==> src/rtl/icavg_pkg.sv <==
`timescale 1ns / 1ps

package icavg_pkg;

    // Stream and arithmetic widths
    localparam int SAMPLE_BITS   = 12;
    localparam int CHANNELS      = 5;
    localparam int MAX_AVERAGE   = 256;
    localparam int AVG_BITS      = 9;                    // average_count register
    localparam int AVG_LOG2      = 8;                    // log2(MAX_AVERAGE)
    localparam int SUM_BITS      = SAMPLE_BITS + AVG_LOG2;
    localparam int FRAC_BITS     = 8;                    // Q12.8
    localparam int MEAN_BITS     = 20;
    localparam int DIVIDEND_BITS = SUM_BITS + FRAC_BITS;
    localparam int CH_BITS       = 3;                    // channel_count register
    localparam int POS_BITS      = 11;                   // start_position / position
    localparam int PROD_BITS     = CH_BITS + AVG_BITS;

    // Iterative unit step counts
    localparam int MOD_STEPS = POS_BITS;                 // start_position mod channels
    localparam int DIV_STEPS = DIVIDEND_BITS;            // (sum << 8) / average
    localparam int CNT_BITS  = 5;

    // Configuration port
    localparam int CFG_INDEX_BITS = 2;
    localparam int CFG_DATA_BITS  = POS_BITS;

    localparam logic [CFG_INDEX_BITS-1:0] CFG_CHANNEL_COUNT  = 2'd0;
    localparam logic [CFG_INDEX_BITS-1:0] CFG_AVERAGE_COUNT  = 2'd1;
    localparam logic [CFG_INDEX_BITS-1:0] CFG_START_POSITION = 2'd2;

    // Controller to datapath commands
    typedef struct packed {
        logic setup_load;   // start phase computation, reload position
        logic setup_step;   // one remainder step of the phase computation
        logic accept;       // a sample request is taken this cycle
        logic div_step;     // one quotient bit on every channel lane
        logic out_load;     // copy quotients into the result register
    } cmd_t;

    // Datapath to controller status
    typedef struct packed {
        logic last_sample;  // the sample at the port closes the frame
    } status_t;

endpackage

==> src/rtl/icavg_if.sv <==
`timescale 1ns / 1ps

// Sample stream channel
interface icavg_sample_if;
    logic                                 valid;
    logic                                 ready;
    logic [icavg_pkg::SAMPLE_BITS-1:0]    sample;

    modport source (output valid, output sample, input ready);
    modport sink   (input valid, input sample, output ready);
endinterface

// Result channel: five channel means
interface icavg_mean_if;
    logic                                 valid;
    logic                                 ready;
    logic [icavg_pkg::MEAN_BITS-1:0]      mean_ch0;
    logic [icavg_pkg::MEAN_BITS-1:0]      mean_ch1;
    logic [icavg_pkg::MEAN_BITS-1:0]      mean_ch2;
    logic [icavg_pkg::MEAN_BITS-1:0]      mean_ch3;
    logic [icavg_pkg::MEAN_BITS-1:0]      mean_ch4;

    modport source (output valid, output mean_ch0, output mean_ch1, output mean_ch2,
                    output mean_ch3, output mean_ch4, input ready);
    modport sink   (input valid, input mean_ch0, input mean_ch1, input mean_ch2,
                    input mean_ch3, input mean_ch4, output ready);
endinterface

==> src/rtl/icavg_datapath.sv <==
`timescale 1ns / 1ps

module icavg_datapath
(
    input  logic                                  clk,
    input  logic                                  rst_n,
    input  logic                                  cfg_write_en,
    input  logic [icavg_pkg::CFG_INDEX_BITS-1:0]  cfg_index,
    input  logic [icavg_pkg::CFG_DATA_BITS-1:0]   cfg_data,
    input  icavg_pkg::cmd_t                       cmd,
    output icavg_pkg::status_t                    status,
    input  logic [icavg_pkg::SAMPLE_BITS-1:0]     sample,
    output logic [icavg_pkg::MEAN_BITS-1:0]       mean [icavg_pkg::CHANNELS]
);

    // Configuration registers
    logic [icavg_pkg::CH_BITS-1:0]   channel_count_reg;
    logic [icavg_pkg::AVG_BITS-1:0]  average_count_reg;
    logic [icavg_pkg::POS_BITS-1:0]  start_position_reg;

    // Frame state
    logic [icavg_pkg::SUM_BITS-1:0]  sum_reg [icavg_pkg::CHANNELS];
    logic [icavg_pkg::SUM_BITS-1:0]  sum_next [icavg_pkg::CHANNELS];
    logic [icavg_pkg::POS_BITS-1:0]  samples_reg;
    logic [icavg_pkg::POS_BITS-1:0]  pos_reg;
    logic [icavg_pkg::CH_BITS-1:0]   ch_reg;
    logic [icavg_pkg::POS_BITS-1:0]  total_reg;

    // Phase computation (start_position mod channels)
    logic [icavg_pkg::CH_BITS-1:0]   phase_reg;
    logic [icavg_pkg::CH_BITS-1:0]   phase_next;
    logic [icavg_pkg::POS_BITS-1:0]  mod_shift_reg;
    logic [icavg_pkg::CH_BITS:0]     mod_trial;

    // Divider lanes
    logic [icavg_pkg::AVG_BITS-1:0]       rem_reg [icavg_pkg::CHANNELS];
    logic [icavg_pkg::DIVIDEND_BITS-1:0]  quo_reg [icavg_pkg::CHANNELS];

    logic [icavg_pkg::MEAN_BITS-1:0]      mean_reg [icavg_pkg::CHANNELS];

    logic [icavg_pkg::CH_BITS-1:0]   cc_eff;
    logic [icavg_pkg::AVG_BITS-1:0]  ac_eff;
    logic [icavg_pkg::PROD_BITS-1:0] total_prod;
    logic                            pos_wrap;
    logic [icavg_pkg::POS_BITS-1:0]  pos_eff;
    logic [icavg_pkg::CH_BITS-1:0]   ch_eff;
    logic [icavg_pkg::CH_BITS-1:0]   ch_step;
    logic [icavg_pkg::POS_BITS:0]    seen_plus;
    logic                            frame_end;

    // Effective register values, clamped to their legal ranges
    always_comb
    begin
        if (channel_count_reg == '0)
            cc_eff = icavg_pkg::CH_BITS'(1);
        else if (channel_count_reg > icavg_pkg::CH_BITS'(icavg_pkg::CHANNELS))
            cc_eff = icavg_pkg::CH_BITS'(icavg_pkg::CHANNELS);
        else
            cc_eff = channel_count_reg;

        if (average_count_reg == '0)
            ac_eff = icavg_pkg::AVG_BITS'(1);
        else if (average_count_reg > icavg_pkg::AVG_BITS'(icavg_pkg::MAX_AVERAGE))
            ac_eff = icavg_pkg::AVG_BITS'(icavg_pkg::MAX_AVERAGE);
        else
            ac_eff = average_count_reg;
    end

    assign total_prod = icavg_pkg::PROD_BITS'(cc_eff) * icavg_pkg::PROD_BITS'(ac_eff);

    // Current position and channel, wrapping past the buffer end
    assign pos_wrap = (pos_reg >= total_reg);
    assign pos_eff  = pos_wrap ? '0 : pos_reg;
    assign ch_eff   = pos_wrap ? '0 : ch_reg;
    assign ch_step  = (ch_eff == cc_eff - icavg_pkg::CH_BITS'(1)) ?
                      '0 : ch_eff + icavg_pkg::CH_BITS'(1);

    assign seen_plus   = {1'b0, samples_reg} + (icavg_pkg::POS_BITS + 1)'(1);
    assign frame_end   = (seen_plus >= {1'b0, total_reg});
    assign status.last_sample = frame_end;

    // Sums with the current sample added to its channel
    always_comb
    begin
        for (int k = 0; k < icavg_pkg::CHANNELS; k++)
        begin
            if (ch_eff == icavg_pkg::CH_BITS'(k))
                sum_next[k] = sum_reg[k] + icavg_pkg::SUM_BITS'(sample);
            else
                sum_next[k] = sum_reg[k];
        end
    end

    // Remainder step of the phase computation
    assign mod_trial  = {phase_reg, mod_shift_reg[icavg_pkg::POS_BITS-1]};
    assign phase_next = (mod_trial >= {1'b0, cc_eff}) ?
                        icavg_pkg::CH_BITS'(mod_trial - {1'b0, cc_eff}) :
                        icavg_pkg::CH_BITS'(mod_trial);

    // Configuration writes
    always_ff @(posedge clk or negedge rst_n)
    begin
        if (!rst_n)
        begin
            channel_count_reg  <= icavg_pkg::CH_BITS'(1);
            average_count_reg  <= icavg_pkg::AVG_BITS'(1);
            start_position_reg <= '0;
        end
        else if (cfg_write_en)
        begin
            unique case (cfg_index)
                icavg_pkg::CFG_CHANNEL_COUNT:
                    channel_count_reg <= cfg_data[icavg_pkg::CH_BITS-1:0];
                icavg_pkg::CFG_AVERAGE_COUNT:
                    average_count_reg <= cfg_data[icavg_pkg::AVG_BITS-1:0];
                icavg_pkg::CFG_START_POSITION:
                    start_position_reg <= cfg_data;
                default:
                    ;
            endcase
        end
    end

    // Frame bookkeeping: position, channel, sums, sample count
    always_ff @(posedge clk or negedge rst_n)
    begin
        if (!rst_n)
        begin
            for (int k = 0; k < icavg_pkg::CHANNELS; k++)
                sum_reg[k] <= '0;
            samples_reg   <= '0;
            pos_reg       <= '0;
            ch_reg        <= '0;
            total_reg     <= icavg_pkg::POS_BITS'(1);
            phase_reg     <= '0;
            mod_shift_reg <= '0;
        end
        else if (cfg_write_en)
        begin
            for (int k = 0; k < icavg_pkg::CHANNELS; k++)
                sum_reg[k] <= '0;
            samples_reg <= '0;
        end
        else if (cmd.setup_load)
        begin
            pos_reg       <= start_position_reg;
            total_reg     <= total_prod[icavg_pkg::POS_BITS-1:0];
            phase_reg     <= '0;
            mod_shift_reg <= start_position_reg;
        end
        else if (cmd.setup_step)
        begin
            phase_reg     <= phase_next;
            ch_reg        <= phase_next;
            mod_shift_reg <= {mod_shift_reg[icavg_pkg::POS_BITS-2:0], 1'b0};
        end
        else if (cmd.accept)
        begin
            if (frame_end)
            begin
                for (int k = 0; k < icavg_pkg::CHANNELS; k++)
                    sum_reg[k] <= '0;
                samples_reg <= '0;
                pos_reg     <= start_position_reg;
                ch_reg      <= phase_reg;
            end
            else
            begin
                for (int k = 0; k < icavg_pkg::CHANNELS; k++)
                    sum_reg[k] <= sum_next[k];
                samples_reg <= seen_plus[icavg_pkg::POS_BITS-1:0];
                pos_reg     <= pos_eff + icavg_pkg::POS_BITS'(1);
                ch_reg      <= ch_step;
            end
        end
    end

    // Restoring divider, one lane per channel, one quotient bit per cycle
    always_ff @(posedge clk)
    begin
        for (int k = 0; k < icavg_pkg::CHANNELS; k++)
        begin
            logic [icavg_pkg::AVG_BITS:0] trial;
            trial = {rem_reg[k], quo_reg[k][icavg_pkg::DIVIDEND_BITS-1]};
            if (cmd.accept && frame_end)
            begin
                rem_reg[k] <= '0;
                quo_reg[k] <= {sum_next[k], icavg_pkg::FRAC_BITS'(0)};
            end
            else if (cmd.div_step)
            begin
                if (trial >= {1'b0, ac_eff})
                begin
                    rem_reg[k] <= icavg_pkg::AVG_BITS'(trial - {1'b0, ac_eff});
                    quo_reg[k] <= {quo_reg[k][icavg_pkg::DIVIDEND_BITS-2:0], 1'b1};
                end
                else
                begin
                    rem_reg[k] <= icavg_pkg::AVG_BITS'(trial);
                    quo_reg[k] <= {quo_reg[k][icavg_pkg::DIVIDEND_BITS-2:0], 1'b0};
                end
            end
        end
    end

    // Result register
    always_ff @(posedge clk)
    begin
        if (cmd.out_load)
        begin
            for (int k = 0; k < icavg_pkg::CHANNELS; k++)
                mean_reg[k] <= quo_reg[k][icavg_pkg::MEAN_BITS-1:0];
        end
    end

    always_comb
    begin
        for (int k = 0; k < icavg_pkg::CHANNELS; k++)
            mean[k] = mean_reg[k];
    end

endmodule

==> src/rtl/icavg_controller.sv <==
`timescale 1ns / 1ps

module icavg_controller
(
    input  logic                 clk,
    input  logic                 rst_n,
    input  logic                 cfg_write_en,
    input  logic                 in_valid,
    output logic                 in_ready,
    output logic                 out_valid,
    input  logic                 out_ready,
    input  icavg_pkg::status_t   status,
    output icavg_pkg::cmd_t      cmd
);

    typedef enum logic [3:0] {
        ST_SETUP   = 4'b0001,
        ST_ACCUM   = 4'b0010,
        ST_DIVIDE  = 4'b0100,
        ST_PUBLISH = 4'b1000
    } state_t;

    state_t                          state_reg;
    state_t                          state_next;
    logic [icavg_pkg::CNT_BITS-1:0]  cnt_reg;
    logic [icavg_pkg::CNT_BITS-1:0]  cnt_next;
    logic                            out_valid_reg;
    logic                            out_valid_next;
    logic                            out_free;

    assign out_free = !out_valid_reg || out_ready;

    // Next state and command decode
    always_comb
    begin
        state_next     = state_reg;
        cnt_next       = cnt_reg;
        cmd            = '0;
        in_ready       = 1'b0;
        out_valid_next = out_valid_reg && !out_ready;

        unique case (state_reg)
            ST_SETUP:
            begin
                if (cnt_reg == '0)
                    cmd.setup_load = 1'b1;
                else
                    cmd.setup_step = 1'b1;
                if (cnt_reg == icavg_pkg::CNT_BITS'(icavg_pkg::MOD_STEPS))
                begin
                    state_next = ST_ACCUM;
                    cnt_next   = '0;
                end
                else
                    cnt_next = cnt_reg + icavg_pkg::CNT_BITS'(1);
            end
            ST_ACCUM:
            begin
                in_ready   = 1'b1;
                cmd.accept = in_valid;
                if (in_valid && status.last_sample)
                begin
                    state_next = ST_DIVIDE;
                    cnt_next   = '0;
                end
            end
            ST_DIVIDE:
            begin
                cmd.div_step = 1'b1;
                if (cnt_reg == icavg_pkg::CNT_BITS'(icavg_pkg::DIV_STEPS - 1))
                begin
                    state_next = ST_PUBLISH;
                    cnt_next   = '0;
                end
                else
                    cnt_next = cnt_reg + icavg_pkg::CNT_BITS'(1);
            end
            ST_PUBLISH:
            begin
                if (out_free)
                begin
                    cmd.out_load   = 1'b1;
                    out_valid_next = 1'b1;
                    state_next     = ST_ACCUM;
                end
            end
            default:
            begin
                state_next = ST_ACCUM;
                cnt_next   = '0;
            end
        endcase

        // Any register write restarts the frame
        if (cfg_write_en)
        begin
            state_next = ST_SETUP;
            cnt_next   = '0;
        end
    end

    always_ff @(posedge clk or negedge rst_n)
    begin
        if (!rst_n)
        begin
            state_reg     <= ST_ACCUM;
            cnt_reg       <= '0;
            out_valid_reg <= 1'b0;
        end
        else
        begin
            state_reg     <= state_next;
            cnt_reg       <= cnt_next;
            out_valid_reg <= out_valid_next;
        end
    end

    assign out_valid = out_valid_reg;

endmodule

==> src/rtl/interleaved_channel_averager_unit.sv <==
`timescale 1ns / 1ps
// Samples are taken one per cycle while a frame accumulates. The frame's last sample starts a divide
// (one quotient bit per cycle, five lanes in parallel), and then the result register is loaded,
// which publishes the means, later while the previous means still wait; no samples are taken
// meanwhile. A register write is followed by the computation of the start channel phase. Reset
// is asynchronous, active low, and leaves registers at their defaults with a fresh frame ready
// for samples.

module interleaved_channel_averager_unit
(
    input  logic                                  clk,
    input  logic                                  rst_n,
    input  logic                                  cfg_write_en,
    input  logic [icavg_pkg::CFG_INDEX_BITS-1:0]  cfg_index,
    input  logic [icavg_pkg::CFG_DATA_BITS-1:0]   cfg_data,
    icavg_sample_if.sink                          samples,
    icavg_mean_if.source                          means
);

    icavg_pkg::cmd_t                  cmd;
    icavg_pkg::status_t               status;
    logic [icavg_pkg::MEAN_BITS-1:0]  mean [icavg_pkg::CHANNELS];

    icavg_controller u_controller
    (
        .clk          (clk),
        .rst_n        (rst_n),
        .cfg_write_en (cfg_write_en),
        .in_valid     (samples.valid),
        .in_ready     (samples.ready),
        .out_valid    (means.valid),
        .out_ready    (means.ready),
        .status       (status),
        .cmd          (cmd)
    );

    icavg_datapath u_datapath
    (
        .clk          (clk),
        .rst_n        (rst_n),
        .cfg_write_en (cfg_write_en),
        .cfg_index    (cfg_index),
        .cfg_data     (cfg_data),
        .cmd          (cmd),
        .status       (status),
        .sample       (samples.sample),
        .mean         (mean)
    );

    assign means.mean_ch0 = mean[0];
    assign means.mean_ch1 = mean[1];
    assign means.mean_ch2 = mean[2];
    assign means.mean_ch3 = mean[3];
    assign means.mean_ch4 = mean[4];

endmodule
==> src/flat_wrapper.sv <==
// flat-port wrapper written by rule: the top's interface ports become plain ports
module interleaved_channel_averager_unit_flat 
  (clk, rst_n, cfg_write_en, cfg_index, cfg_data, samples_valid, samples_sample, samples_ready, means_valid, means_mean_ch0, means_mean_ch1, means_mean_ch2, means_mean_ch3, means_mean_ch4, means_ready);
  icavg_sample_if samples_i ();
  icavg_mean_if means_i ();
  input  logic clk;
  input  logic rst_n;
  input  logic cfg_write_en;
  input  logic [icavg_pkg::CFG_INDEX_BITS-1:0] cfg_index;
  input  logic [icavg_pkg::CFG_DATA_BITS-1:0] cfg_data;
  input wire logic [$bits(samples_i.valid)-1:0] samples_valid;
  input wire logic [$bits(samples_i.sample)-1:0] samples_sample;
  output wire logic [$bits(samples_i.ready)-1:0] samples_ready;
  output wire logic [$bits(means_i.valid)-1:0] means_valid;
  output wire logic [$bits(means_i.mean_ch0)-1:0] means_mean_ch0;
  output wire logic [$bits(means_i.mean_ch1)-1:0] means_mean_ch1;
  output wire logic [$bits(means_i.mean_ch2)-1:0] means_mean_ch2;
  output wire logic [$bits(means_i.mean_ch3)-1:0] means_mean_ch3;
  output wire logic [$bits(means_i.mean_ch4)-1:0] means_mean_ch4;
  input wire logic [$bits(means_i.ready)-1:0] means_ready;
  assign samples_i.valid = samples_valid;
  assign samples_i.sample = samples_sample;
  assign samples_ready = samples_i.ready;
  assign means_valid = means_i.valid;
  assign means_mean_ch0 = means_i.mean_ch0;
  assign means_mean_ch1 = means_i.mean_ch1;
  assign means_mean_ch2 = means_i.mean_ch2;
  assign means_mean_ch3 = means_i.mean_ch3;
  assign means_mean_ch4 = means_i.mean_ch4;
  assign means_i.ready = means_ready;
  interleaved_channel_averager_unit u_core (.clk(clk), .rst_n(rst_n), .cfg_write_en(cfg_write_en), .cfg_index(cfg_index), .cfg_data(cfg_data), .samples(samples_i), .means(means_i));
endmodule
==> config.mk <==
export PLATFORM = sky130hd
export DESIGN_NAME = interleaved_channel_averager_unit_flat
export DESIGN_NICKNAME = d
export VERILOG_FILES = /design/src/rtl/icavg_pkg.sv /design/src/rtl/icavg_if.sv /design/src/rtl/icavg_datapath.sv /design/src/rtl/icavg_controller.sv /design/src/rtl/interleaved_channel_averager_unit.sv /design/src/flat_wrapper.sv
export SDC_FILE = /design/constraint.sdc
export NUM_CORES = 1
export LEC_CHECK = 0
export ABC_AREA = 1
export BUFFER_PORTS_ARGS = -buffer_cell sky130_fd_sc_hd__buf_4
export CORE_MARGIN = 5
export CORE_UTILIZATION = 47
export DETAILED_ROUTE_END_ITERATION = 10
export SLEW_MARGIN = 25
export SYNTH_ARGS = -nofsm -noshare
export SYNTH_HDL_FRONTEND = slang
export SYNTH_SLANG_ARGS = --single-unit
==> constraint.sdc <==
create_clock -name clk -period 15.6 [get_ports clk]
set_input_delay 1.56 -clock clk [delete_from_list [all_inputs] [get_ports clk]]
set_output_delay 1.56 -clock clk [all_outputs]
set_load 0.01 [all_outputs]
==> Yosys cells after proc, flatten, opt, wreduce, memory -nomap -nowiden <==
Memory sizes are Yosys's and may differ from the RTL's.
Index checks and enable logic that the tools add are counted.
{ "totals": {"rom_bits": 0, "in_bits": 30, "memories": 3, "ramBits": 285, "latch_bits": 0, "wordCells": 234, "regBits": 183} }
{ "mem_list": {"columns": ["name", "words", "width", "read_ports", "rd_clocked_by_memory_dff", "write_ports", "line", "rtl"], "rows": [
  ["u_core.u_datapath.quo_reg", 5, 28, 5, 0, 5, "icavg_datapath.sv:37", "logic [icavg_pkg::DIVIDEND_BITS-1:0] quo_reg [icavg_pkg::CHANNELS];"],
  ["u_core.u_datapath.mean_reg", 5, 20, 5, 0, 5, "icavg_datapath.sv:39", "logic [icavg_pkg::MEAN_BITS-1:0] mean_reg [icavg_pkg::CHANNELS];"],
  ["u_core.u_datapath.rem_reg", 5, 9, 5, 0, 5, "icavg_datapath.sv:36", "logic [icavg_pkg::AVG_BITS-1:0] rem_reg [icavg_pkg::CHANNELS];"]
]} }
{ "op_classes": {"mux": 119, "n_reduce_logical": 25, "magnitude_cmp": 10, "bitwise": 22, "eq_ne": 21, "div": 0, "multipliers": 1, "n_shift": 0, "add_sub_neg": 16} }
{ "ops": {"columns": ["operator", "n"], "rows": [
  ["2-to-1 mux 100 bit", 5],
  ["2-to-1 mux 28 bit", 10],
  ["2-to-1 mux 11 bit", 12],
  ["2-to-1 mux 9 bit", 12],
  ["adder 20 x 12 -> 20 bit", 5],
  ["2-to-1 mux 20 bit", 5],
  ["2-to-1 mux 1 bit", 53],
  ["greater-or-equal comparator 10 x 9 -> 1 bit", 5],
  ["subtractor 9 bit", 5],
  ["2-to-1 mux 3 bit", 10],
  ["2-to-1 mux 4 bit", 5],
  ["2-to-1 mux 5 bit", 4],
  ["OR 1 bit", 20],
  ["case mux 5 bit (4 select lines)", 1],
  ["case mux 4 bit (4 select lines)", 1],
  ["adder 11 x 1 -> 12 bit (second input constant)", 1],
  ["greater-or-equal comparator 12 x 11 -> 1 bit", 1],
  ["inequality test 3 bit (second input constant)", 4],
  ["AND reduction 2 bit", 6],
  ["adder 11 x 1 -> 11 bit (second input constant)", 1],
  ["greater-or-equal comparator 11 bit", 1],
  ["multiplier 3 x 9 -> 11 bit", 1],
  ["> comparator 9 bit (second input constant)", 1],
  ["logical NOT 9 bit", 1],
  ["other kinds (31)", 44]
]} }

==> Logic depth before layout (Yosys ltp) <==
Gate-level depths: netlist of the first run.
{ "depth": {"depth_word": 10, "mapped_depth": 22, "ltp_nobuf": 22} }

==> By module <==
Synthesis of the first run repeated with hierarchy kept, for this count alone.
{ "hier_totals": {"hier_cells": 3016, "area_unflattened_um2": 26476.6} }
{ "modules_own_cells": {"columns": ["mod", "cells_each", "area_per_inst_um2", "seq_area_each_um2", "instances"], "rows": [
  ["icavg_datapath", 2908, 25714.7, 12891.1, 1],
  ["icavg_controller", 108, 762.0, 251.5, 1]
]} }

==> Least setup slack after synthesis of the first run <==
No wires, ideal clock.
{ "synth_timing": {"path_type": "reg-to-reg", "from": "register u_core.u_datapath.samples_reg[0] (netlist bit)", "to": "memory u_core.u_datapath.quo_reg[0][0] (netlist bit) (enable)", "n_path_buf": 0, "arrival_time_ns": 12.366, "stages_incl_launch_ff": 16, "setup_time_ns": 0.860, "setup_slack_ns": 2.374, "path_cell_list": "dfrtp_1 > ha_1 > nand2_1 > nor2_1 > nand3_1 > nor2_1 > nand3_1 > xor2_1 > inv_1 > ha_1 > inv_1 > o211ai_1 > nor2_2 > nand3_2 > clkinv_2 > o21ai_0"} }
{ "synth_rtl": {"columns": ["element", "line", "rtl"], "rows": [
  ["from (decl)", "icavg_datapath.sv:24", "logic [icavg_pkg::POS_BITS-1:0] samples_reg;"],
  ["from (signal assigned)", "icavg_datapath.sv:171", "samples_reg <= seen_plus[icavg_pkg::POS_BITS-1:0];"],
  ["to (decl)", "icavg_datapath.sv:37", null]
]} }

==> flow_metrics.env, run 1 <==
export IMPL_dpl_instance_area_sq_um=28200
export IMPL_diodes=0
export IMPL_cp_required_ps=15820
export IMPL_synth_fp_nets=3213
export IMPL_cpMaxStageDelayCell="buf_4"
export IMPL_critPathBufInv=5
export IMPL_grt_pass1_wl_microns=104000
export IMPL_dp_cells=3830
export IMPL_timing_hold_ws_ps=442
export IMPL_synth_adder_area_share_pct=8.55
export IMPL_synth_seq_cells=468
export IMPL_seqPwrFrac_pct=38.4
export IMPL_nFillCells=5068
export IMPL_worstRegToRegCells=17
export IMPL_min_period_ps=5160
export IMPL_synth_top_area_cell="edfxtp_1"
export IMPL_cp_slowest_stage_delay_ps=830
export IMPL_post_cts_setup_buffer_count=0
export IMPL_yosys_warnings=0
export IMPL_grt_max_degree=170
export IMPL_cts_hold_buf=0
export IMPL_die_h_microns=247
export IMPL_cap_viol_max_count=0
export IMPL_multi_input_area_sq_um=11400
export IMPL_place_congestion=0.900
export IMPL_io_pins=132
export IMPL_hold_viol=0
export IMPL_fmax_mhz=194
export IMPL_relSlewSlack_pct=30.1
export IMPL_vias=20600
export IMPL_clock_latency_ps=600
export IMPL_io_buffers=131
export IMPL_seq_area_sq_um=13100
export IMPL_critical_path_class="reg2reg"
export IMPL_antenna_found_initial=1
export IMPL_dieArea_sq_um=61000
export IMPL_hold_path_end="u_core.u_datapath.mean_reg[0][42]$_DFFE_PP_"
export IMPL_synthSimpleGateAreaFrac_pct=18.9
export IMPL_rsz0062_at_grt="no"
export IMPL_htreeDepth=2
export IMPL_r2r_slack_ps=10440
export IMPL_hold_path_class="reg2reg"
export IMPL_sw_frac_of_total_pct=34.7
export IMPL_yosysUniqueCellTypes=52
export IMPL_rows=86
export IMPL_synth_area_leaders="edfxtp_1 32%, dfrtp_1 17%, nand2_1 11%"
export IMPL_drt_iter0_drc=1359
export IMPL_largest_register_ffs=140
export IMPL_muxShareOfSynthArea_pct=0.152
export IMPL_coreArea_sq_um=55400
export IMPL_fin_skew_ps=12.5
export IMPL_reg2reg_to="u_core.u_datapath.quo_reg[0][1]$_DFFE_PP_"
export IMPL_syn_to_final_growth_pct=13.4
export IMPL_cts_buffers=52
export IMPL_async_flop_share_pct=39.1
export IMPL_synth_top_family_by_area="simple AND/OR/NAND/NOR gates"
export IMPL_hp_start="u_core.u_datapath.quo_reg[2][2]$_DFFE_PP_"
export IMPL_synthCells=3014
export IMPL_ys_flop_type="edfxtp_1"
export IMPL_cp_max_fo=67
export IMPL_hold_depth=0
export IMPL_cts_root_buf="clkbuf_16"
export IMPL_worst_slew_pin_transition_ps=1050
export IMPL_drt_wl_total_microns=64600
export IMPL_power_density_nw_per_um2=133
export IMPL_setup_viol=0
export IMPL_synth_xor_area_share_pct=3.78
export IMPL_vias_per_cell=5.24
export IMPL_synth_edf_count=285
export IMPL_final_cells=3928
export IMPL_nets=3335
export IMPL_combPwrFrac_pct=29.1
export IMPL_initial_utilization_pct=47.6
export IMPL_internal_power_w=0.00259
export IMPL_finalSetupTns_ps=0
export IMPL_grt_pass1_vias=20200
export IMPL_synth_top_cell_area_share_pct=32.4
export IMPL_synth_area_sq_um=26400
export IMPL_ant_nets=0
export IMPL_clkTransAtPathRegs_ps=60
export IMPL_cts_resized_gates=0
export IMPL_cp_end_kind="flip-flop"
export IMPL_status="complete, no violations"
export IMPL_die_x_microns=247
export IMPL_crit_chain="ha_1 -> nand2_1 -> nor2_1 -> nand3_1 -> nor2_1 -> nand3_1 -> xor2_1 -> inv_1 -> ha_1 -> inv_1 -> o211ai_1 -> nor2_2 -> nand3_2 -> clkinv_2 -> o21ai_4 -> buf_4 -> buf_4"
export IMPL_first_pass_iters=8
export IMPL_wl_per_cell_microns=16.4
export IMPL_numClockSinks=468
export IMPL_synth_compound_area_share_pct=11.7
export IMPL_irDropWorstVdd_mv=0.0898
export IMPL_grt_usage_pct=21.0
export IMPL_critical_path_startpoint_type="flip-flop"
export IMPL_critPathTopFamily="buffers and inverters"
export IMPL_critPathArrivalTime_ps=5380
export IMPL_clockPowerShare_pct=32.4
export IMPL_critical_path_depth=17
export IMPL_p_sw_w=0.00137
export IMPL_synth_avg_cell_area_sq_um=8.76
export IMPL_reg2reg_from="u_core.u_datapath.samples_reg[0]$_DFFE_PN0P_"
export IMPL_clk_path_buf_depth=3
export IMPL_route_detailed_drc=0
export IMPL_yosysSeqAreaShare_pct=49.8
export IMPL_drv_slew=0
export IMPL_synth_common_cells="774 x nand2_1, 404 x inv_1, 305 x o21ai_0"
export IMPL_drive_above_1_share_pct=8.71
export IMPL_power_w=0.00397
export IMPL_synth_most_common_cell="nand2_1"
export IMPL_cts_tree="yes"
export IMPL_final_cell_area_sq_um=29900
export IMPL_dp_final_hpwl_microns=43900
export IMPL_power_leakage_nw=13.5
export IMPL_finalCritPeriodShare_pct=33.1
export IMPL_grt_remaining_overflow=0
## logic make-up after synthesis
kind of cell,count (synthesis)
simple gates,1207
compound gates,561
buf+inv,491
flops,468
fa+ha+maj,169
xor+xnor,114
mux,4
## worst register-to-register path, delay by kind of cell (launching register included)
family          cells  cell delay [ps]
xor+xnor            1              210
simple gates        7              810
flops               1              370
compound gates      2              900
buf+inv             5             1950
fa+ha+maj           2              500
## power groups by stage
stage / logic [W] / registers (W) / clock network [W]
final: 0.00116 / 0.00152 / 0.00129
after global routing: 0.00133 / 0.00154 / 0.00137
after CTS: 0.00116 / 0.00152 / 0.00131
after detailed placement: 0.00116 / 0.00155 / 0
after global placement: 0.00113 / 0.00155 / 0
after floorplan: 0.000867 / 0.00154 / 0
## worst max path at each step
| stage | from | end | slack [ps] |
|---|---|---|---|
| floorplan | u_core.u_datapath.samples_reg[0]$_DFFE_PN0P_ | u_core.u_datapath.quo_reg[0][0]$_SDFFCE_PP0P_ | 2370 |
| global placement | u_core.u_datapath.samples_reg[0]$_DFFE_PN0P_ | u_core.u_datapath.quo_reg[0][7]$_DFFE_PP_ | 10560 |
| detailed placement | u_core.u_datapath.samples_reg[0]$_DFFE_PN0P_ | u_core.u_datapath.quo_reg[3][11]$_DFFE_PP_ | 10410 |
| CTS | u_core.u_datapath.samples_reg[0]$_DFFE_PN0P_ | u_core.u_datapath.quo_reg[3][2]$_DFFE_PP_ | 10410 |
| global route | u_core.u_datapath.samples_reg[0]$_DFFE_PN0P_ | u_core.u_datapath.quo_reg[3][10]$_DFFE_PP_ | 10080 |
| finish | u_core.u_datapath.samples_reg[0]$_DFFE_PN0P_ | u_core.u_datapath.quo_reg[0][1]$_DFFE_PP_ | 10440 |
## routing by layer
| layer | wire length [microns] | track usage [%] | up-vias |
|---|---|---|---|
| met3 | 2720 | 3.04 | 91 |
| met2 | 30800 | 35.5 | 398 |
| met1 | 29400 | 28.5 | 9787 |
| li1 | - | - | 10300 |
| met5 | 0 | 0 | - |
| met4 | 1690 | 5.87 | 0 |
## layout make-up
| class | count | area share (%) |
|---|---|---|
| Clock inverter | 35 | 1.33 |
| Tap cell | 748 | 3.13 |
| Sequential cell | 468 | 43.9 |
| Clock buffer | 63 | 4.62 |
| Timing Repair Buffer | 144 | 3.67 |
| Inverter | 415 | 5.21 |
| Multi-Input combinational cell | 2055 | 38.1 |
## per-stage QoR
step | setup WS [ps] | utilization [%]
3_5_place_dp | 10410 | 50.8
3_3_place_gp | 10560 | 50.8
6_report | 10440 | 54.0
4_1_cts | 10410 | 54.0
5_1_grt | 10080 | 54.0
2_1_floorplan | 2370 | -
## cells in the final DEF, fill, tap and decap left out, types with 6 or more instances in the layout
cell and instances:
a21boi_0 6, a21o_1 9, a21oi_1 110, a22o_1 8, a31oi_1 11, buf_4 142
bufinv_16 8, clkbuf_1 8, clkbuf_16 53, clkinv_1 8, clkinv_2 13, dfrtp_1 179
edfxtp_1 285, fa_1 19, ha_1 150, inv_1 404, inv_2 8, nand2_1 773
nand2_2 6, nand3_1 123, nand4_1 46, nor2_1 195, nor2_2 6, nor3_1 32
o211ai_1 9, o21ai_0 303, o21ai_1 9, o21bai_1 10, o22ai_1 66, or2_2 8
xnor2_1 38, xor2_1 76
No activity file was read; power rests on OpenSTA's default activity.
==> inputs of run 2 (changes only) <==
PLACE_DENSITY = 0.66   (was default)
clock period = 4.5 ns   (was 15.6 ns; I/O delays follow)
==> flow_metrics.env, run 2 (synthesis gave the netlist of run 1 again) <==
export IMPL_cts_tree="yes"
export IMPL_hold_depth=3
export IMPL_critical_path_startpoint_type="flip-flop"
export IMPL_grt_max_degree=158
export IMPL_wl_per_cell_microns=16.6
export IMPL_die_x_microns=247
export IMPL_fmax_mhz=260
export IMPL_relSlewSlack_pct=39.1
export IMPL_io_pins=132
export IMPL_cpMaxStageDelayCell="dfrtp_1"
export IMPL_dieArea_sq_um=61000
export IMPL_setup_viol=0
export IMPL_final_cell_area_sq_um=30000
export IMPL_hold_path_end="u_core.u_datapath.start_position_reg[9]$_DFFE_PN0P_"
export IMPL_grt_pass1_vias=20800
export IMPL_cts_resized_gates=0
export IMPL_crit_chain="inv_1 -> nand2_1 -> a21oi_4 -> inv_1 -> nand2_1 -> fa_1 -> inv_1 -> ha_1 -> inv_1 -> fa_1 -> inv_1 -> nand3_1 -> nand2_1 -> nand2_1 -> nand2_1 -> a21oi_1 -> nor2_1 -> o21ai_0 -> a21o_1 -> nand3_1 -> o21ai_0"
export IMPL_clkTransAtPathRegs_ps=60
export IMPL_reg2reg_from="u_core.u_datapath.channel_count_reg[2]$_DFFE_PN0P_"
export IMPL_initial_utilization_pct=47.6
export IMPL_largest_register_ffs=140
export IMPL_grt_remaining_overflow=0
export IMPL_numClockSinks=468
export IMPL_layout_commonest_cell="nand2_1"
export IMPL_worstRegToRegCells=21
export IMPL_cts_root_buf="clkbuf_16"
export IMPL_critPathArrivalTime_ps=4300
export IMPL_nFillCells=4998
export IMPL_cp_end_kind="flip-flop"
export IMPL_place_congestion=0.922
export IMPL_power_leakage_nw=13.5
export IMPL_fin_util_pct=54.1
export IMPL_vias_per_cell=5.33
export IMPL_dpl_instance_area_sq_um=28300
export IMPL_nets=3348
export IMPL_finalCritPeriodShare_pct=85.5
export IMPL_cts_buffers=51
export IMPL_antenna_found_initial=0
export IMPL_final_cells=3940
export IMPL_finalSetupTns_ps=0
export IMPL_grt_pass1_wl_microns=106000
export IMPL_ant_nets=0
export IMPL_rows=86
export IMPL_htreeDepth=2
export IMPL_hold_viol=0
export IMPL_power_w=0.0137
export IMPL_cp_max_fo=9
export IMPL_die_h_microns=247
export IMPL_vias=21000
export IMPL_diodes=0
export IMPL_worst_slew_pin_transition_ps=911
export IMPL_most_common_layout_cells="773 x nand2_1, 404 x inv_1, 303 x o21ai_0"
export IMPL_grt_usage_pct=21.2
export IMPL_cp_slowest_stage_delay_ps=500
export IMPL_coreArea_sq_um=55400
export IMPL_dp_final_hpwl_microns=45100
export IMPL_hp_start="cfg_data[9]"
export IMPL_critical_path_class="reg2reg"
export IMPL_min_period_ps=3850
export IMPL_status="complete, no violations"
export IMPL_route_detailed_drc=0
export IMPL_drv_slew=0
export IMPL_syn_to_final_growth_pct=13.7
export IMPL_drt_wl_total_microns=65300
export IMPL_io_buffers=131
export IMPL_dp_cells=3843
export IMPL_hold_path_class="in2reg"
export IMPL_irDropWorstVdd_mv=0.348
export IMPL_fin_skew_ps=20.0
export IMPL_power_density_nw_per_um2=455
export IMPL_cap_viol_max_count=0
export IMPL_drive_above_1_share_pct=8.80
export IMPL_cp_required_ps=4960
export IMPL_drt_iter0_drc=1629
export IMPL_r2r_slack_ps=650
export IMPL_reg2reg_to="u_core.u_datapath.total_reg[10]$_DFFE_PN0P_"
export IMPL_first_pass_iters=6
export IMPL_rsz0062_at_grt="no"
export IMPL_clk_path_buf_depth=3
export IMPL_clock_latency_ps=600
==> run 2: cell types whose count changed in the layout (fill, tap and decap cells not counted), sizes merged <==
cell,previous run,this run
inv,416,414
clkbuf,64,71
buf,143,156
clkinv,23,20
clkinvlp,3,2
dlygate4sd3,0,1
bufinv,8,5
==> run 2: final cells by class <==
class / count / area [sq um] / share of cell area (%)
timing repair buffer: 158 / 1240 / 4.15
clock inverter: 26 / 277 / 0.922
inverter: 415 / 1560 / 5.21
sequential: 468 / 13100 / 43.8
clock buffer: 70 / 1430 / 4.77
multi-input combinational: 2055 / 11400 / 38.0
tap: 748 / 936 / 3.12
==> run 2: worst max path at each step <==
stage / end / slack (ps) / startpoint / cells after the start
6_report: u_core.u_datapath.total_reg[10]$_DFFE_PN0P_ / 650 / u_core.u_datapath.channel_count_reg[2]$_DFFE_PN0P_ / 21
5_1_grt: u_core.u_datapath.total_reg[10]$_DFFE_PN0P_ / 290 / u_core.u_datapath.channel_count_reg[2]$_DFFE_PN0P_ / 21
4_1_cts: u_core.u_datapath.total_reg[10]$_DFFE_PN0P_ / 670 / u_core.u_datapath.channel_count_reg[2]$_DFFE_PN0P_ / 21
3_5_place_dp: u_core.u_datapath.total_reg[10]$_DFFE_PN0P_ / 680 / u_core.u_datapath.channel_count_reg[2]$_DFFE_PN0P_ / 21
3_3_place_gp: u_core.u_datapath.total_reg[10]$_DFFE_PN0P_ / 860 / u_core.u_datapath.channel_count_reg[2]$_DFFE_PN0P_ / 21
2_1_floorplan: u_core.u_datapath.quo_reg[0][0]$_SDFFCE_PP0P_ / -380 / u_core.u_datapath.samples_reg[0]$_DFFE_PN0P_ / 15
==> run 2: metal layers <==
layer | share of wire, % | vias up | GRT usage (%)
li1 | - | 10300 | -
met1 | 45 | 10000 | 28.4
met2 | 48 | 539 | 36.4
met3 | 5.2 | 100 | 2.91
met4 | 2.2 | 0 | 5.74
met5 | 0 | - | 0
==> run 2: through the flow <==
stage,hold WS (ps),setup WS [ps]
detailed placement,434,681
global placement,430,859
floorplan,154,-380
finish,121,653
global route,141,292
CTS,98.3,671
==> run 2: power breakdown <==
group,internal [W],switching [W],total (W)
sequential,0.00506,0.000229,0.00529
clock,0.00252,0.00175,0.00426
combinational,0.00132,0.00278,0.00410
==> run 2: timing repair <==
| action | 4_1_cts | 5_1_grt |
|---|---|---|
| hold buffers | 1 | 0 |
| endpoints found under the hold margin | 78 | 0 |
| buffers inserted | 0 | 0 |
==> run 2: critical path: cells and delay by family (launching register included) <==
family | cells | cell delay, ps
AOI/OAI and AO/OA | 5 | 780
adders and majority gates | 3 | 980
and+or+nand+nor | 8 | 890
DFF | 1 | 500
buffers and inverters | 5 | 570
==> inputs of run 3 (changes only) <==
RECOVER_POWER = 100   (was default)
==> flow_metrics.env, run 3 (synthesis gave the netlist of run 1 again) <==
export IMPL_status="finished with violations"
export IMPL_failed_checks="capacitance limit, slew limit"
export IMPL_critPathArrivalTime_ps=4150
export IMPL_relSlewSlack_pct=-52.9
export IMPL_dp_cells=3843
export IMPL_hold_viol=0
export IMPL_dp_final_hpwl_microns=45100
export IMPL_cts_hold_buf=1
export IMPL_cp_required_ps=4710
export IMPL_drive_above_1_share_pct=4.82
export IMPL_clk_path_buf_depth=3
export IMPL_drt_iter0_drc=1553
export IMPL_die_h_microns=247
export IMPL_setup_viol=0
export IMPL_seq_area_sq_um=13100
export IMPL_finalSetupTns_ps=0
export IMPL_fin_skew_ps=18.9
export IMPL_drt_wl_total_microns=65300
export IMPL_vias=21000
export IMPL_die_x_microns=247
export IMPL_vias_per_cell=5.32
export IMPL_fin_util_pct=53.2
export IMPL_route_detailed_drc=0
export IMPL_wl_met1_microns=29500
export IMPL_fmax_mhz=254
export IMPL_rsz0062_at_grt="no"
export IMPL_layout_commonest_cell="nand2_1"
export IMPL_nets=3348
export IMPL_ant_nets=0
export IMPL_cp_slowest_stage_delay_ps=800
export IMPL_drv_slew=163
export IMPL_worst_slew_pin_transition_ps=2290
export IMPL_finalCritPeriodShare_pct=87.4
export IMPL_grt_pass1_wl_microns=106000
export IMPL_clkTransAtPathRegs_ps=60
export IMPL_cts_root_buf="clkbuf_16"
export IMPL_cpMaxStageDelayCell="buf_2"
export IMPL_grt_max_degree=158
export IMPL_irDropWorstVdd_mv=0.348
export IMPL_post_cts_setup_buffer_count=0
export IMPL_antenna_found_initial=0
export IMPL_wl_per_cell_microns=16.6
export IMPL_cts_buffers=51
export IMPL_multi_input_area_sq_um=11400
export IMPL_dr_wl_met2_microns=31100
export IMPL_io_buffers=131
export IMPL_most_common_layout_cells="779 x nand2_1, 408 x inv_1, 310 x o21ai_0"
export IMPL_largest_register_ffs=140
export IMPL_place_congestion=0.922
export IMPL_cts_resized_gates=0
export IMPL_numClockSinks=468
export IMPL_dieArea_sq_um=61000
export IMPL_fin_ws_ps=565
export IMPL_io_pins=132
export IMPL_final_cells=3941
export IMPL_crit_chain="ha_1 -> nand2_1 -> nor2_1 -> nand3_1 -> nor2_1 -> nand2_1 -> xor2_1 -> inv_1 -> ha_1 -> nand2_1 -> inv_1 -> nand3_1 -> inv_1 -> nand3_1 -> nand3_1 -> clkinv_4 -> o21ai_4 -> buf_2"
export IMPL_rows=86
export IMPL_nFillCells=5126
export IMPL_grt_pass1_vias=20800
export IMPL_cp_end_kind="flip-flop"
export IMPL_cts_tree="yes"
export IMPL_power_w=0.0136
export IMPL_cpMostUsedCell="nand3_1"
export IMPL_htreeDepth=2
export IMPL_power_leakage_nw=13.1
export IMPL_dp_worst_setup_slack_ps=681
export IMPL_grt_usage_pct=21.2
export IMPL_cap_viol_max_count=3
export IMPL_first_pass_iters=7
export IMPL_hold_path_class="in2reg"
export IMPL_critical_path_startpoint_type="flip-flop"
export IMPL_highest_layer="met4"
export IMPL_cp_max_fo=37
export IMPL_clock_latency_ps=600
export IMPL_min_period_ps=3930
export IMPL_power_density_nw_per_um2=461
export IMPL_critical_path_class="reg2reg"
export IMPL_grt_remaining_overflow=0
export IMPL_syn_to_final_growth_pct=11.7
export IMPL_coreArea_sq_um=55400
export IMPL_dr_wl_met3_microns=3300
export IMPL_initial_utilization_pct=47.6
-- run 3: cell count changes in the layout (fill, tap and decap cells not counted), sizes merged --
cell    before  now
buf        156   39
diode        0    1
clkbuf      71  188
-- run 3: power breakdown --
part           internal, W  switching [W]  leakage [nW]  total [W]
registers          0.00506       0.000231          5.03    0.00529
logic              0.00128        0.00276          7.26    0.00404
clock network      0.00252        0.00175         0.832    0.00427
-- run 3: cell type report --
| cell class | instances | area share (%) |
|---|---|---|
| multi-input combinational | 2055 | 38.5 |
| timing repair buffer | 158 | 2.66 |
| tap | 748 | 3.17 |
| sequential | 468 | 44.6 |
| clock inverter | 26 | 0.938 |
| antenna | 1 | 0.00849 |
| clock buffer | 70 | 4.85 |
| inverter | 415 | 5.30 |
-- run 3: final timing paths --
check	from	to	slack [ps]	depth (start not counted)
max	u_core.u_datapath.samples_reg[0]$_DFFE_PN0P_	u_core.u_datapath.quo_reg[4][15]$_DFFE_PP_	570	18
min	cfg_data[9]	u_core.u_datapath.start_position_reg[9]$_DFFE_PN0P_	120	3
min in group asynchronous	rst_n	u_core.u_datapath.average_count_reg[7]$_DFFE_PN0P_	1080	2
max in group asynchronous	rst_n	u_core.u_datapath.sum_reg[65]$_DFFE_PN0P_	1370	3
max reg2reg	u_core.u_datapath.samples_reg[0]$_DFFE_PN0P_	u_core.u_datapath.quo_reg[4][15]$_DFFE_PP_	570	18
min reg2reg	u_core.u_datapath.quo_reg[0][1]$_DFFE_PP_	u_core.u_datapath.mean_reg[0][1]$_DFFE_PP_	440	0
-- run 3: metrics by stage --
step                hold slack (ps)  instance area (sq um)
floorplan                       154                  26400
global placement                430                  28300
detailed placement              434                  28300
CTS                            98.3                  30000
global route                    141                  29500
finish                          120                  29500
-- run 3: per-layer routing --
metal / up-vias / GRT usage (%)
li1: 10300 / -
met1: 10000 / 28.4
met2: 504 / 36.4
met3: 97 / 2.91
met4: 0 / 5.74
met5: - / 0
-- run 3: worst max-delay path, delay by kind of cell, from the launching register on --
kind            cells  cell delay (ps)
buf+inv             5             1170
simple gates        9             1130
fa+ha+maj           2              490
flops               1              410
xor+xnor            1              180
compound gates      1              130
